[src/rtl/core/assert_macros.svh]
// Assertion macros shared by the RTL in this folder.
// No dependencies; the bodies are empty when SYNTH is defined.
`ifndef ASSERT_MACROS_SVH
`define ASSERT_MACROS_SVH

`ifndef SYNTH
// Same-cycle implication.
`define ASSERT_IMPL(lbl, clk, rst, ante, cons, msg) \
  lbl: assert property (@(posedge clk) disable iff (rst) (ante) |-> (cons)) else $error(msg);
// Next-cycle implication.
`define ASSERT_NEXT(lbl, clk, rst, ante, cons, msg) \
  lbl: assert property (@(posedge clk) disable iff (rst) (ante) |=> (cons)) else $error(msg);
`else
`define ASSERT_IMPL(lbl, clk, rst, ante, cons, msg)
`define ASSERT_NEXT(lbl, clk, rst, ante, cons, msg)
`endif

`endif

[src/rtl/core/segscan_pkg.sv]
// Package for the four-digit segment display scanner: op codes, constants,
// segment font and small arithmetic helpers. No dependencies.
package segscan_pkg;

  typedef enum logic [1:0] {
    OP_TICK   = 2'd0,
    OP_NUMBER = 2'd1,
    OP_TIME   = 2'd2,
    OP_POINT  = 2'd3
  } op_t;

  // floor(n / 10000) = (n * DIV10K_MAGIC) >> DIV10K_SHIFT for any 32-bit n
  localparam logic [31:0] DIV10K_MAGIC = 32'd3518437209;
  localparam int          DIV10K_SHIFT = 45;
  localparam logic [13:0] TEN_THOUSAND = 14'd10000;

  // Reciprocals for values below 10000
  localparam logic [12:0] DIV10_MAGIC   = 13'd6554;  // >> 16
  localparam logic [12:0] DIV100_MAGIC  = 13'd5243;  // >> 19
  localparam logic [13:0] DIV1000_MAGIC = 14'd8389;  // >> 23

  localparam logic [6:0] HUNDRED = 7'd100;

  // Active-low font, bit 7 (point) high
  function automatic logic [7:0] seg_font(input logic [3:0] d);
    logic [7:0] f;
    case (d)
      4'd0:    f = 8'hC0;
      4'd1:    f = 8'hF9;
      4'd2:    f = 8'hA4;
      4'd3:    f = 8'hB0;
      4'd4:    f = 8'h99;
      4'd5:    f = 8'h92;
      4'd6:    f = 8'h82;
      4'd7:    f = 8'hF8;
      4'd8:    f = 8'h80;
      4'd9:    f = 8'h90;
      default: f = 8'hFF;
    endcase
    return f;
  endfunction

  // 8-bit value modulo 60: parallel compares, one subtract
  function automatic logic [5:0] mod60(input logic [7:0] v);
    logic [7:0] sub;
    if (v >= 8'd240)      sub = 8'd240;
    else if (v >= 8'd180) sub = 8'd180;
    else if (v >= 8'd120) sub = 8'd120;
    else if (v >= 8'd60)  sub = 8'd60;
    else                  sub = 8'd0;
    return 6'(v - sub);
  endfunction

endpackage

[src/rtl/core/four_digit_segment_display_scanner.sv]
// Four-digit segment display scanner, top level.
// Depends on segscan_pkg and assert_macros.svh.
//
// Takes one transaction per cycle. Op 1 stores a number modulo 10000, op 2
// stores minutes*100+seconds (each modulo 60) and lights only the point of
// digit 2, op 3 sets or clears one digit's point, op 0 is a scan tick that
// steps to the next digit and returns its active-low segments and
// active-low one-cold digit enable. Every transaction runs through a
// four-stage pipeline (the mod-10000 reduction needs a 32x32 reciprocal
// multiply and a back-multiply, then a digit split) and takes effect in
// order at the last stage, so a tick always sees every earlier setting.
// A tick result passes through stages 1 to 4 and then the output register;
// throughput is one transaction per cycle as long as results are taken.
// Non-tick transactions produce no result.
`include "assert_macros.svh"

module four_digit_segment_display_scanner (
  input  logic        clk,
  input  logic        rst,
  input  logic        in_valid,
  output logic        in_stall,
  input  logic [1:0]  op,
  input  logic [31:0] number,
  input  logic [7:0]  minute,
  input  logic [7:0]  second,
  input  logic [2:0]  digit_sel,
  input  logic        point_on,
  output logic        out_valid,
  input  logic        out_stall,
  output logic [7:0]  segments,
  output logic [3:0]  digit_enable
);

  // ---------------- stage 1: input register ----------------
  logic               s1_valid;
  segscan_pkg::op_t   s1_op;
  logic [31:0]        s1_number;
  logic [7:0]         s1_minute;
  logic [7:0]         s1_second;
  logic [2:0]         s1_dsel;
  logic               s1_pon;

  // ---------------- stage 2 ----------------
  logic               s2_valid;
  segscan_pkg::op_t   s2_op;
  logic [18:0]        s2_quot;
  logic [13:0]        s2_nlow;
  logic [12:0]        s2_time;
  logic [2:0]         s2_dsel;
  logic               s2_pon;

  // ---------------- stage 3 ----------------
  logic               s3_valid;
  segscan_pkg::op_t   s3_op;
  logic [13:0]        s3_value;
  logic [2:0]         s3_dsel;
  logic               s3_pon;

  // ---------------- stage 4 ----------------
  logic               s4_valid;
  segscan_pkg::op_t   s4_op;
  logic [13:0]        s4_value;
  logic [9:0]         s4_div10;
  logic [6:0]         s4_div100;
  logic [3:0]         s4_div1000;
  logic [2:0]         s4_dsel;
  logic               s4_pon;

  // ---------------- display state ----------------
  logic [3:0]         digit [4];
  logic [3:0]         point_mask;
  logic [1:0]         scan_pos;

  // ---------------- flow control ----------------
  logic out_ready, rdy1, rdy2, rdy3, rdy4, commit, tick_fire;

  assign out_ready = !out_valid || !out_stall;
  assign tick_fire = s4_valid && (s4_op == segscan_pkg::OP_TICK);
  assign rdy4      = !s4_valid || (s4_op != segscan_pkg::OP_TICK) || out_ready;
  assign rdy3      = !s3_valid || rdy4;
  assign rdy2      = !s2_valid || rdy3;
  assign rdy1      = !s1_valid || rdy2;
  assign commit    = s4_valid && rdy4;
  assign in_stall  = !rdy1;

  // ---------------- stage 1 logic ----------------
  logic [63:0] quot_prod;
  logic [5:0]  min_mod, sec_mod;
  logic [12:0] time_val;

  assign quot_prod = 64'(s1_number) * 64'(segscan_pkg::DIV10K_MAGIC);
  assign min_mod   = segscan_pkg::mod60(s1_minute);
  assign sec_mod   = segscan_pkg::mod60(s1_second);
  assign time_val  = 13'(13'(min_mod) * 13'(segscan_pkg::HUNDRED)) + 13'(sec_mod);

  // ---------------- stage 2 logic ----------------
  logic [27:0] back_prod;
  logic [13:0] rem_val;

  // only the low 14 bits matter: the remainder is below 2^14
  assign back_prod = 28'(s2_quot[13:0]) * 28'(segscan_pkg::TEN_THOUSAND);
  assign rem_val   = s2_nlow - back_prod[13:0];

  // ---------------- stage 3 logic ----------------
  logic [26:0] p10, p100;
  logic [27:0] p1000;

  assign p10   = 27'(s3_value) * 27'(segscan_pkg::DIV10_MAGIC);
  assign p100  = 27'(s3_value) * 27'(segscan_pkg::DIV100_MAGIC);
  assign p1000 = 28'(s3_value) * 28'(segscan_pkg::DIV1000_MAGIC);

  // ---------------- stage 4 logic ----------------
  logic [13:0] d0_full;
  logic [9:0]  d1_full;
  logic [6:0]  d2_full;
  logic [1:0]  pos_next;
  logic [7:0]  seg_next;

  assign d0_full  = s4_value - 14'(14'(s4_div10) * 14'd10);
  assign d1_full  = s4_div10 - 10'(10'(s4_div100) * 10'd10);
  assign d2_full  = s4_div100 - 7'(7'(s4_div1000) * 7'd10);
  assign pos_next = scan_pos + 2'd1;

  always_comb begin
    seg_next    = segscan_pkg::seg_font(digit[pos_next]);
    seg_next[7] = ~point_mask[pos_next];
  end

  // ---------------- pipeline registers ----------------
  always_ff @(posedge clk) begin
    if (rst) begin
      s1_valid <= 1'b0;
      s2_valid <= 1'b0;
      s3_valid <= 1'b0;
      s4_valid <= 1'b0;
    end else begin
      if (rdy1) s1_valid <= in_valid;
      if (rdy2) s2_valid <= s1_valid;
      if (rdy3) s3_valid <= s2_valid;
      if (rdy4) s4_valid <= s3_valid;
    end

    if (rdy1 && in_valid) begin
      s1_op     <= segscan_pkg::op_t'(op);
      s1_number <= number;
      s1_minute <= minute;
      s1_second <= second;
      s1_dsel   <= digit_sel;
      s1_pon    <= point_on;
    end
    if (rdy2 && s1_valid) begin
      s2_op   <= s1_op;
      s2_quot <= quot_prod[63:segscan_pkg::DIV10K_SHIFT];
      s2_nlow <= s1_number[13:0];
      s2_time <= time_val;
      s2_dsel <= s1_dsel;
      s2_pon  <= s1_pon;
    end
    if (rdy3 && s2_valid) begin
      s3_op    <= s2_op;
      s3_value <= (s2_op == segscan_pkg::OP_TIME) ? 14'(s2_time) : rem_val;
      s3_dsel  <= s2_dsel;
      s3_pon   <= s2_pon;
    end
    if (rdy4 && s3_valid) begin
      s4_op      <= s3_op;
      s4_value   <= s3_value;
      s4_div10   <= p10[25:16];
      s4_div100  <= p100[25:19];
      s4_div1000 <= p1000[26:23];
      s4_dsel    <= s3_dsel;
      s4_pon     <= s3_pon;
    end
  end

  // ---------------- state commit and output register ----------------
  always_ff @(posedge clk) begin
    if (rst) begin
      digit[0]   <= 4'd0;
      digit[1]   <= 4'd0;
      digit[2]   <= 4'd0;
      digit[3]   <= 4'd0;
      point_mask <= 4'd0;
      scan_pos   <= 2'd3;
      out_valid  <= 1'b0;
    end else begin
      if (out_ready) out_valid <= tick_fire;
      if (commit) begin
        unique case (s4_op)
          segscan_pkg::OP_TICK: begin
            scan_pos <= pos_next;
          end
          segscan_pkg::OP_NUMBER: begin
            digit[0] <= d0_full[3:0];
            digit[1] <= d1_full[3:0];
            digit[2] <= d2_full[3:0];
            digit[3] <= s4_div1000;
          end
          segscan_pkg::OP_TIME: begin
            digit[0]   <= d0_full[3:0];
            digit[1]   <= d1_full[3:0];
            digit[2]   <= d2_full[3:0];
            digit[3]   <= s4_div1000;
            point_mask <= 4'b0100;
          end
          segscan_pkg::OP_POINT: begin
            if (!s4_dsel[2]) point_mask[s4_dsel[1:0]] <= s4_pon;
          end
          default: begin
          end
        endcase
      end
    end
    if (tick_fire && out_ready) begin
      segments     <= seg_next;
      digit_enable <= ~(4'b0001 << pos_next);
    end
  end

  // ---------------- assertions ----------------
  `ASSERT_IMPL(a_enable_one_cold, clk, rst, out_valid, $onehot(~digit_enable),
               "digit enable is not one-cold")
  `ASSERT_IMPL(a_digits_bcd, clk, rst, 1'b1,
               (digit[0] <= 4'd9) && (digit[1] <= 4'd9) && (digit[2] <= 4'd9) &&
               (digit[3] <= 4'd9), "stored digit out of range")
  `ASSERT_NEXT(a_tick_to_output, clk, rst, tick_fire && out_ready,
               out_valid && (digit_enable == ~(4'b0001 << scan_pos)),
               "tick result not registered at the new position")
  `ASSERT_NEXT(a_blocked_tick_holds, clk, rst, tick_fire && !out_ready,
               s4_valid && (s4_op == segscan_pkg::OP_TICK) && $stable(scan_pos),
               "blocked tick left the last stage")

endmodule
[config.mk]
export PLATFORM = sky130hd
export DESIGN_NAME = four_digit_segment_display_scanner
export DESIGN_NICKNAME = d
export VERILOG_FILES = /design/src/rtl/core/segscan_pkg.sv /design/src/rtl/core/four_digit_segment_display_scanner.sv
export VERILOG_INCLUDE_DIRS = /design/src /design/src/rtl/core
export SDC_FILE = /design/constraint.sdc
export NUM_CORES = 2
export LEC_CHECK = 0
export BUFFER_PORTS_ARGS = -buffer_cell sky130_fd_sc_hd__buf_2
export CELL_PAD_IN_SITES_DETAIL_PLACEMENT = 1
export CELL_PAD_IN_SITES_GLOBAL_PLACEMENT = 1
export CORE_ASPECT_RATIO = 1.1
export CORE_UTILIZATION = 54
export DETAILED_ROUTE_END_ITERATION = 6
export HOLD_SLACK_MARGIN = 0.15
export PLACE_DENSITY = 0.9
export SYNTH_ARGS = -nofsm -noshare
export SYNTH_HDL_FRONTEND = slang
export SYNTH_SLANG_ARGS = --single-unit
[constraint.sdc]
create_clock -name clk -period 7.9 [get_ports clk]
set_clock_uncertainty 0.15 [all_clocks]
set_input_delay 0.79 -clock clk [delete_from_list [all_inputs] [get_ports clk]]
set_output_delay 0.79 -clock clk [all_outputs]
set_load 0.01 [all_outputs]
==> key figures <==
Floorplanning
  • Starting Density: 0.549
  • Die Y: 253 um
  • Row cnt: 91
  • Die Area: about 60000 um2
  • DIE WIDTH: 231 um
  • Ports: 72
  • Core footprint: 56500 um2

CTS
  • Clock Path Buffers: 2
  • Worst skew pair latency: 500 ps
  • CTS Root Cell: clkbuf_16
  • Cts bufs inserted: 17
  • Clk slew on worst S/H paths: 90 ps
  • CTS Sinks: 178
  • Post-CTS Hold Fix Bufs: 0
  • Clock H-tree levels: 4
  • CTS tree: yes

Detailed routing
  • WL met3: between 7 and 8 mm
  • Vias/cell: 5.93
  • Drt total wl: 109 mm
  • Post-DRT Antenna Nets: 0
  • Detailed Route Iter0 Violations: ~1500
  • Met2 WL post-DR: between 50 and 60 mm
  • Router iterations before antenna repair: 7
  • Vias: 22099
  • DR DRC count: 0
  • M1 WL: 36.4 mm
  • Top layer in use: met5
  • Avg WL per Cell: between 20 and 30 um

Final layout
  • Area Overhead vs Synth: 7.74%
  • Post-route cell area: about 33000 um2
  • Final #Nets: 4180
  • Fin util: 0.592
  • Share of cells above drive strength 1: 0.0621

Setup path
  • Crit. End Element: register
  • Critical Path Start Type: register
  • Worst path max stage delay: 580 ps
  • Arr. time, crit path: 7970 ps
  • Most used cell, CP: fa_1
  • Worst path slowest cell: fa_1
  • Worst EP required: about 8000 ps
  • Critical path class: register to register
  • CP Cell Sequence: buf_4 > fa_1 > ha_1 > fa_1 > inv_1 > fa_1 > inv_1 > fa_1 > inv_1 > fa_1 > inv_1 > fa_1 > inv_1 > fa_1 > inv_1 > ha_1 > a21oi_1 > nor2_1 > nor4bb_2 > nand3_1 > nand4_1 > a31oi_2 > or4_1 > o311ai_1
  • CP Max Fanout: 8

Synthesis
  • Synth Cell Area: 31000 um2
  • Syn nets: a little over 4000
  • Most used DFF post-synth: edfxtp_1
  • Yosys top cell area share: 0.364
  • Seq/Total Area, Yosys: 0.169
  • EDFF count, synth: between 150 and 200
  • Post-synth top cells: 910 x inv_1, 591 x ha_1, 564 x fa_1, 167 x edfxtp_1, 71 x nor2_1
  • Yosys synthesis warning count: 0
  • Yosys cell types: 61
  • Synth top area cells: fa_1 36%, ha_1 24%, edfxtp_1 16%
  • Yosys reg bits: between 150 and 200
  • Most frequent cell after synthesis: inv_1
  • Gate Count Post-Synth: 2827
  • Largest area contributor in the netlist: fa_1
  • Asr flop ratio synth: 0
  • Average size of a mapped cell: 11.0 um2

Place
  • Gpl congestion: 1.01
  • Post-DP HPWL: 86.4 mm
  • Dpl ws: -211 ps
  • Placed Area: 32800 um2
  • Number of port buffers: between 70 and 80

STA
  • Final Cycle Share: 0.998
  • Setup violators final: 0
  • Tmin final: around 8000 ps
  • Achievable Freq: 127 MHz
  • Relative slew slack: 0.117
  • Final Hold Viols: 0
  • Final WS setup: about 13 ps
  • Unrepaired setup endpoints after global routing: true
  • Worst-margin pin slew: 1320 ps
  • Hold WS: 274 ps
  • Slew Viols, Final: 0

Global route
  • Initial antenna violation count: 5
  • Pin count of the biggest net entering global routing: 55
  • Vias in the first global route: roughly 27000
  • All-layer global routing usage: 0.388
  • Global-route wire length before repair: between 150 and 200 mm
  • Congestion Overflow GR: 0

Job
  • Max cap viols: 0

Outcome
  • Status: complete, no violations

Hold path
  • Worst hold path type: register to register
==> metrics by stage <==
step	instances	TNS, ps
after floorplan	2827	0
after global placement	3690	-73.1
after detailed placement	3690	-377
after CTS	3722	0
after global routing	3724	-152
final	3725	0
==> worst max-delay path: cells and delay by family, from the launching register on <==
family / cells / cell delay, ps
AO/OA/AOI/OAI: 3 / 550
adder cells (fa/ha/maj): 9 / 4250
buffers and inverters: 7 / 680
flip-flops: 1 / 530
AND/OR/NAND/NOR: 5 / 1460
==> worst paths after layout <==
path	startpoint	end	slack (ps)	depth (start not counted)
worst max register to register	s1_number[7]	s2_quot[3]	10	24
worst min register to register	s1_dsel[2]	s2_dsel[2]	270	0
worst max-delay path	s1_number[7]	s2_quot[3]	10	24
worst min-delay path	s1_dsel[2]	s2_dsel[2]	270	0
==> registers in the layout, summed over array words and instances, names as in the netlist, 10 cells and up <==
signal / count
s1_number: 32
digit: 16
s2_quot: 10
s2_time: 13
s2_nlow: 14
s3_value: 14
==> layout by cell type (no fill, tap or decap), types with 28 or more instances in the layout <==
master / count
nor2_1: 69
a21o_1: 28
buf_2: 71
nand2_1: 44
xnor2_1: 67
buf_4: 58
ha_1: 591
fa_1: 564
inv_1: 910
edfxtp_1: 167
a21oi_1: 62
xor2_1: 35
==> layer usage <==
metal | GRT usage | vias to the layer above
li1 | - | 9041
met1 | 0.395 | 11389
met2 | 0.682 | 1110
met3 | 0.0882 | 553
met4 | 0.317 | 6
met5 | 0 | -
==> area by class of cell <==
cell class	instances	area, um2
diodes	1	2.50
inverters	914	3430
clock buffers	21	483
multi-input cells	1725	22400
flip-flops and latches	178	5240
well taps	744	931
clock inverters	11	108
repair buffers	131	822
fillers	6006	23000
==> cell families (layout without fill, tap and decap cells) <==
family / count (synthesis) / after routing / share of synthesized area
buf+inv: 924 / 1077 / 0.112
other cells: 0 / 1 / 0
fa+ha+maj: 1156 / 1156 / 0.603
compound gates: 218 / 218 / 0.0448
xor+xnor: 102 / 102 / 0.0288
flops: 178 / 178 / 0.169
mux: 12 / 12 / 0.00569
simple gates: 237 / 237 / 0.0377
==> what timing repair did <==
item	in CTS	in global routing
resized for setup	7	6
pin swaps	0	1
endpoints found under the setup margin	10	7
setup buffers	0	2
Power is left out: the tool's default activity adds up to more than one toggle a clock period on the data nets, which glitch-free logic cannot reach.
